--- config.mk ---
export PLATFORM = sky130hd
export DESIGN_NAME = prom_crc4_check_core
export DESIGN_NICKNAME = d
export VERILOG_FILES = /design/src/hdl/pcc_pkg.sv /design/src/hdl/prom_crc4_check_core.sv
export VERILOG_INCLUDE_DIRS = /design/src /design/src/hdl
export SDC_FILE = /design/constraint.sdc
export NUM_CORES = 1
export LEC_CHECK = 0
export ABC_CLOCK_PERIOD_IN_PS = 1930
export BUFFER_PORTS_ARGS = -buffer_cell sky130_fd_sc_hd__buf_2
export CAP_MARGIN = 10
export CELL_PAD_IN_SITES_DETAIL_PLACEMENT = 0
export CELL_PAD_IN_SITES_GLOBAL_PLACEMENT = 2
export CORE_AREA = 4 4 116 118
export DETAILED_ROUTE_END_ITERATION = 6
export DIE_AREA = 0 0 120 122
export PLACE_DENSITY = 0.56
export SLEW_MARGIN = 20
export SYNTH_ARGS = -nofsm -noshare
export SYNTH_HDL_FRONTEND = slang
export SYNTH_SLANG_ARGS = --single-unit
export TNS_END_PERCENT = 50
--- constraint.sdc ---
create_clock -name clk -period 1.93 [get_ports clk]
set_input_delay 0.2895 -clock clk [delete_from_list [all_inputs] [get_ports clk]]
set_output_delay 0.2895 -clock clk [all_outputs]
set_load 0.01 [all_outputs]
--- src/hdl/prom_crc4_check_core_defines.svh ---
// ----------------------------------------------------------------------------
// prom crc-4 check: assertion macros
// shared property shapes for the core's concurrent checks
// ----------------------------------------------------------------------------
`ifndef PROM_CRC4_CHECK_CORE_DEFINES_SVH
`define PROM_CRC4_CHECK_CORE_DEFINES_SVH

// antecedent in this cycle implies consequent in the next
`define PCC_ASSERT_NEXT(name, ante, cons, msg) \
    name: assert property (@(posedge clk) disable iff (!rst_n) (ante) |=> (cons)) \
        else $error(msg);

// antecedent implies consequent in the same cycle
`define PCC_ASSERT_SAME(name, ante, cons, msg) \
    name: assert property (@(posedge clk) disable iff (!rst_n) (ante) |-> (cons)) \
        else $error(msg);

`endif

--- src/hdl/pcc_pkg.sv ---
// ----------------------------------------------------------------------------
// pcc_pkg
// constants and result codes for the prom crc-4 check
// ----------------------------------------------------------------------------
`default_nettype none

package pcc_pkg;

    localparam int WORD_W  = 16;
    localparam int NIB_W   = 4;
    localparam int CNT_W   = 4;
    localparam int IDX_W   = 3;

    // crc polynomial on the 16-bit remainder
    localparam logic [WORD_W-1:0] CRC_POLY       = 16'h3000;
    // the eighth word keeps only its high byte for hashing
    localparam logic [WORD_W-1:0] LAST_WORD_KEEP = 16'hFF00;
    localparam logic [WORD_W-1:0] WORD_ALL_ZERO  = 16'h0000;
    localparam logic [WORD_W-1:0] WORD_ALL_ONES  = 16'hFFFF;

    localparam logic [IDX_W-1:0] LAST_WORD_IDX  = 3'd7;
    localparam logic [CNT_W-1:0] THRESH_RESET   = 4'd4;
    localparam logic [CNT_W-1:0] MAX_PLAUSIBLE  = 4'd8;

    // bit steps of the shared shifter: one per bit, two bytes per word
    localparam logic [3:0] STEP_HIGH_BYTE = 4'd0;
    localparam logic [3:0] STEP_LOW_BYTE  = 4'd8;
    localparam logic [3:0] STEP_LAST      = 4'd15;

    typedef enum logic [1:0] {
        STATUS_IMPLAUSIBLE = 2'd0,
        STATUS_MISMATCH    = 2'd1,
        STATUS_MATCH       = 2'd2
    } status_t;

endpackage

`default_nettype wire

--- src/hdl/prom_crc4_check_core.sv ---
// ----------------------------------------------------------------------------
// prom_crc4_check_core
// plausibility count and crc-4 check over an eight-word calibration image
// ----------------------------------------------------------------------------
// usage
//   a word is transferred on a rising edge with start high and busy low.
//   each word is hashed bit-serially by one shift/xor unit, high byte first,
//   so busy stays high after the transfer while the single shifter steps one
//   crc bit per cycle; a new word is taken only once busy is low again.
//   after the eighth word the result (status, computed_crc, prom_crc,
//   plausible_count) is shown for one cycle with done high; done
//   is registered on the last shift step of that word. the block then starts a
//   new image. there is no back-pressure: the receiver must take the result in
//   that cycle.
//   the user must write min_plausible_words (cfg channel, cfg_ready always
//   high) only while idle; the block does not check it. it resets to four.
//   reset clears the word index, the remainder and the plausible count.
// ----------------------------------------------------------------------------
`default_nettype none

`include "prom_crc4_check_core_defines.svh"

module prom_crc4_check_core
(
    input  wire logic        clk,
    input  wire logic        rst_n,
    // word input
    input  wire logic        start,
    output logic             busy,
    input  wire logic [15:0] prom_word,
    // configuration
    input  wire logic        cfg_valid,
    output logic             cfg_ready,
    input  wire logic [3:0]  cfg_data,
    // result
    output logic             done,
    output logic [1:0]       status,
    output logic [3:0]       computed_crc,
    output logic [3:0]       prom_crc,
    output logic [3:0]       plausible_count
);

    import pcc_pkg::*;

    typedef enum logic {
        ST_IDLE,
        ST_SHIFT
    } state_t;

    state_t              state_reg;
    logic [3:0]          step_reg;
    logic [WORD_W-1:0]   word_reg;
    logic [NIB_W-1:0]    stored_reg;
    logic                last_reg;
    logic [IDX_W-1:0]    idx_reg;
    logic [WORD_W-1:0]   rem_reg;
    logic [CNT_W-1:0]    plaus_reg;
    logic [CNT_W-1:0]    thresh_reg;
    logic                done_reg;
    status_t             status_reg;
    logic [NIB_W-1:0]    crc_out_reg;
    logic [NIB_W-1:0]    stored_out_reg;
    logic [CNT_W-1:0]    count_out_reg;

    logic                accept;
    logic                is_last;
    logic                plausible;
    logic [7:0]          byte_in;
    logic [WORD_W-1:0]   rem_mix;
    logic [WORD_W-1:0]   rem_next;
    logic [NIB_W-1:0]    crc_now;
    status_t             status_next;

    // handshakes
    assign accept    = start && (state_reg == ST_IDLE);
    assign busy      = (state_reg == ST_SHIFT);
    assign cfg_ready = 1'b1;

    // word classification at transfer
    assign is_last   = (idx_reg == LAST_WORD_IDX);
    assign plausible = (prom_word != WORD_ALL_ZERO) && (prom_word != WORD_ALL_ONES);

    // shared shift/xor unit: a byte enters at the first step of each byte
    always_comb
    begin
        unique case (step_reg)
            STEP_HIGH_BYTE: byte_in = word_reg[15:8];
            STEP_LOW_BYTE:  byte_in = word_reg[7:0];
            default:        byte_in = 8'h00;
        endcase
        rem_mix = rem_reg ^ {8'h00, byte_in};
        if (rem_mix[WORD_W-1])
        begin
            rem_next = {rem_mix[WORD_W-2:0], 1'b0} ^ CRC_POLY;
        end
        else
        begin
            rem_next = {rem_mix[WORD_W-2:0], 1'b0};
        end
    end

    // verdict from the plausible count and the final remainder
    assign crc_now = rem_next[WORD_W-1:WORD_W-NIB_W];
    always_comb
    begin
        priority if (plaus_reg < thresh_reg)
        begin
            status_next = STATUS_IMPLAUSIBLE;
        end
        else if (crc_now == stored_reg)
        begin
            status_next = STATUS_MATCH;
        end
        else
        begin
            status_next = STATUS_MISMATCH;
        end
    end

    // sequencer, working registers and result registers
    always_ff @(posedge clk or negedge rst_n)
    begin
        if (!rst_n)
        begin
            state_reg      <= ST_IDLE;
            step_reg       <= '0;
            word_reg       <= '0;
            stored_reg     <= '0;
            last_reg       <= 1'b0;
            idx_reg        <= '0;
            rem_reg        <= '0;
            plaus_reg      <= '0;
            thresh_reg     <= THRESH_RESET;
            done_reg       <= 1'b0;
            status_reg     <= STATUS_IMPLAUSIBLE;
            crc_out_reg    <= '0;
            stored_out_reg <= '0;
            count_out_reg  <= '0;
        end
        else
        begin
            done_reg <= 1'b0;

            // configuration transfer
            if (cfg_valid && cfg_ready)
            begin
                thresh_reg <= cfg_data;
            end

            unique case (state_reg)
                ST_IDLE:
                begin
                    if (accept)
                    begin
                        word_reg   <= is_last ? (prom_word & LAST_WORD_KEEP) : prom_word;
                        stored_reg <= prom_word[NIB_W-1:0];
                        last_reg   <= is_last;
                        plaus_reg  <= plaus_reg + {3'b000, plausible};
                        step_reg   <= STEP_HIGH_BYTE;
                        state_reg  <= ST_SHIFT;
                    end
                end
                ST_SHIFT:
                begin
                    rem_reg  <= rem_next;
                    step_reg <= step_reg + 4'd1;
                    if (step_reg == STEP_LAST)
                    begin
                        state_reg <= ST_IDLE;
                        if (last_reg)
                        begin
                            done_reg       <= 1'b1;
                            status_reg     <= status_next;
                            crc_out_reg    <= crc_now;
                            stored_out_reg <= stored_reg;
                            count_out_reg  <= plaus_reg;
                            rem_reg        <= '0;
                            plaus_reg      <= '0;
                            idx_reg        <= '0;
                        end
                        else
                        begin
                            idx_reg <= idx_reg + 3'd1;
                        end
                    end
                end
                default:
                begin
                    state_reg <= ST_IDLE;
                end
            endcase
        end
    end

    assign done            = done_reg;
    assign status          = status_reg;
    assign computed_crc    = crc_out_reg;
    assign prom_crc        = stored_out_reg;
    assign plausible_count = count_out_reg;

    // checks
    `PCC_ASSERT_NEXT(a_result_after_last,
                     busy && (step_reg == STEP_LAST) && last_reg, done,
                     "result missing after eighth word")
    `PCC_ASSERT_NEXT(a_no_stray_result,
                     !(busy && (step_reg == STEP_LAST) && last_reg), !done,
                     "result without eighth word")
    `PCC_ASSERT_NEXT(a_busy_after_start, start && !busy, busy,
                     "transfer did not start the shifter")
    `PCC_ASSERT_SAME(a_count_bounded, done, plausible_count <= MAX_PLAUSIBLE,
                     "plausible count above eight")
    `PCC_ASSERT_SAME(a_idle_after_result, done,
                     !busy && (idx_reg == '0) && (rem_reg == '0),
                     "state not cleared after result")

endmodule

`default_nettype wire
==> flow_metrics.env <==
export IMPL_grt_pass1_vias=2240
export IMPL_grt_max_degree=68
export IMPL_slowest_stage="dfrtp_1"
export IMPL_core_area_um2=12500
export IMPL_cp_start_kind="register"
export IMPL_yosysMostFrequentCell="dfrtp_1"
export IMPL_die_h_um=122
export IMPL_drt_iter0_drc=58
export IMPL_fin_crit_ns=1.69
export IMPL_numCtsBuffers=9
export IMPL_synthTopCellsByArea="dfrtp_1, nand2_1, mux2_2, a22o_1, o21ai_0"
export IMPL_hold_worst_slack_ns=0.178
export IMPL_synth_top_cell_area_share_pct=53.7
export IMPL_p_total_mw=5.43
export IMPL_path_cells="ha_1 -> and4_1 -> nand2_2 -> a2111oi_4 -> a22o_1"
export IMPL_tns_ns=0
export IMPL_cp_startpoint="step_reg[0]"
export IMPL_max_stage_delay_ns=0.43
export IMPL_grt_pass1_wl_um=11800
export IMPL_crit_path_max_fanout=6
export IMPL_htreeDepth=3
export IMPL_cts_resized=0
export IMPL_postSynthCellCount=288
export IMPL_ys_async_sr_fraction_pct=100
export IMPL_start_util_pct=24.7
export IMPL_crit_family="compound AO/OA/AOI/OAI gates"
export IMPL_status="finished, final reports clean"
export IMPL_ys_seq_area_share_pct=54.6
export IMPL_via_per_inst=4.17
export IMPL_syn_avg_cell_area_um2=10.7
export IMPL_period_share_pct=87.6
export IMPL_final_hold_viol_count=0
export IMPL_yosys_warnings=0
export IMPL_syn_area_um2=3070
export IMPL_place_area_um2=3550
export IMPL_place_ws_ns=-0.0798
export IMPL_gp_congestion=0.708
export IMPL_hold_path_class="in2reg"
export IMPL_setup_ws_ns=0.239
export IMPL_n_antenna_cell=0
export IMPL_drc=0
export IMPL_placementRows=41
export IMPL_wl_per_cell_um=13.7
export IMPL_syn_to_final_growth_pct=25.7
export IMPL_fin_nets=371
export IMPL_root_buffer="clkbuf_16"
export IMPL_drive_above_1_share_pct=24.8
export IMPL_die_area_um2=14600
export IMPL_fin_area_um2=3860
export IMPL_totalWireLength_um=7080
export IMPL_synth_ff_type="dfrtp_1"
export IMPL_grt_overflow=0
export IMPL_slew_viol_final=0
export IMPL_reg2reg_from="step_reg[0]"
export IMPL_dp_hpwl_um=4980
export IMPL_cts_tree="built"
export IMPL_syn_num_nets=321
export IMPL_path_buf_inv=0
export IMPL_io_pins=41
export IMPL_postRouteAntennaNets=0
export IMPL_yosys_area_top_type="dfrtp_1"
export IMPL_drv_cap=0
export IMPL_p_leak_nw=1.93
export IMPL_fmax_ghz=0.591
export IMPL_largest_reg_flops=16
export IMPL_post_cts_buffers=0
export IMPL_clk_pin_slew_ns=0.06
export IMPL_clock_sinks=67
export IMPL_synth_common_cells="dfrtp_1, nand2_1, o21ai_0, a22o_1, nor2_1"
export IMPL_via_count=2149
export IMPL_synth_edff_count=0
export IMPL_peakVddDrop_mv=0.411
export IMPL_critPathCaptureType="register"
export IMPL_clock_tree_buffer_depth=2
export IMPL_critPathKind="reg2reg"
export IMPL_insertion_delay_ns=0.32
export IMPL_global_route_usage_total_pct=10.3
export IMPL_crit_arrival_ns=1.96
export IMPL_worstPathRequired_ns=2.20
export IMPL_fin_skew_ns=0.00378
export IMPL_die_x_um=120
export IMPL_firstDrtPassIters=4
export IMPL_power_density_nw_per_um2=1410
export IMPL_min_delay_start="cfg_data[2]"
export IMPL_finalSetupViolations=0
export IMPL_antenna_found_initial=0
export IMPL_rsz0062_at_grt="no"
export IMPL_io_buffers=39
export IMPL_ys_seq_elements=67
export IMPL_yosysUniqueCellTypes=36
-- final timing paths --
kind / slack [ns] / to / depth (start not counted)
worst min-delay path: 0.18 / thresh_reg[2] / 3
worst max register to register: 0.24 / status[1] / 5
min in group asynchronous: 0.51 / plausible_count[1] / 3
worst max-delay path: 0.24 / status[1] / 5
worst min register to register: 0.46 / plausible_count[3] / 2
max in group asynchronous: 1.10 / plaus_reg[1] / 3
-- report_power, final --
part | switching [mW] | internal [mW] | total, mW | leakage (nW)
logic | 0.720 | 0.731 | 1.45 | 0.917
clock network | 0.588 | 1.12 | 1.71 | 0.156
registers | 0.401 | 1.87 | 2.27 | 0.856
total | 1.71 | 3.72 | 5.43 | 1.93
-- metrics by stage --
step / std cells / utilization (%)
3_5_place_dp: 498 / 28.4
2_1_floorplan: 288 / -
4_1_cts: 515 / 31.0
3_3_place_gp: 498 / 28.4
5_1_grt: 515 / 31.0
6_report: 515 / 31.0
-- placed cells by master, fill, tap and decap left out, drive strengths merged --
cell type	netlist	final
nand3b	2	2
a21oi	3	3
and2	1	1
nor4	5	5
a2111oi	1	1
bufinv	0	2
a211oi	1	1
xor2	11	11
xnor2	3	3
dlygate4sd3	0	1
dfrtp	66	66
nand2	56	56
clkinv	0	4
nor2	14	14
nand3	2	2
o21ai	23	23
or2	1	1
a22o	14	14
nor3	2	2
nand4	7	7
and4	2	2
clkbuf	9	10
a21o	2	2
a31oi	1	1
o31ai	1	1
o2bb2ai	2	2
and3	1	1
or3	2	2
mux2	13	13
nand2b	9	9
inv	8	8
conb	1	1
ha	9	9
buf	5	52
mux2i	10	10
dfstp	1	1
-- kinds of logic (layout without fill, tap and decap cells) --
| family | count (synthesis) | count (layout) | share of synthesized area, % |
|---|---|---|---|
| AOI/OAI and AO/OA | 48 | 48 | 10.9 |
| xor gates and xnor gates | 14 | 14 | 3.99 |
| adders and majority gates | 9 | 9 | 3.66 |
| buffers and inverters | 22 | 77 | 2.97 |
| DFF | 67 | 67 | 54.6 |
| muxes | 23 | 23 | 8.02 |
| other | 1 | 1 | 0.122 |
| and+or+nand+nor | 104 | 104 | 15.8 |
-- worst reg2reg max path, stage by stage (launching register included) --
cell	delay [ns]
dfrtp_1	0.43
ha_1	0.28
and4_1	0.26
nand2_2	0.11
a2111oi_4	0.38
a22o_1	0.17
-- per-layer routing --
layer	GRT usage (%)	wire (um)	vias up
li1	-	-	1093
met1	13.7	3510	1014
met2	16.0	3150	34
met3	3.44	320	8
met4	3.44	91	0
met5	0	0	-
-- repair_timing --
item	4_1_cts	5_1_grt
endpoints found under the hold margin	10	0
hold buffers	1	0
endpoints found under the setup margin	0	0
-- final cells by class --
class,count,area (um^2)
tap,172,215
sequential,67,1680
inverter,8,30.0
clock inverter,6,80.1
timing repair buffer,53,328
fill,1304,8600
multi-input combinational,199,1310
clock buffer,10,229
Power figures use the tool's default switching activity.
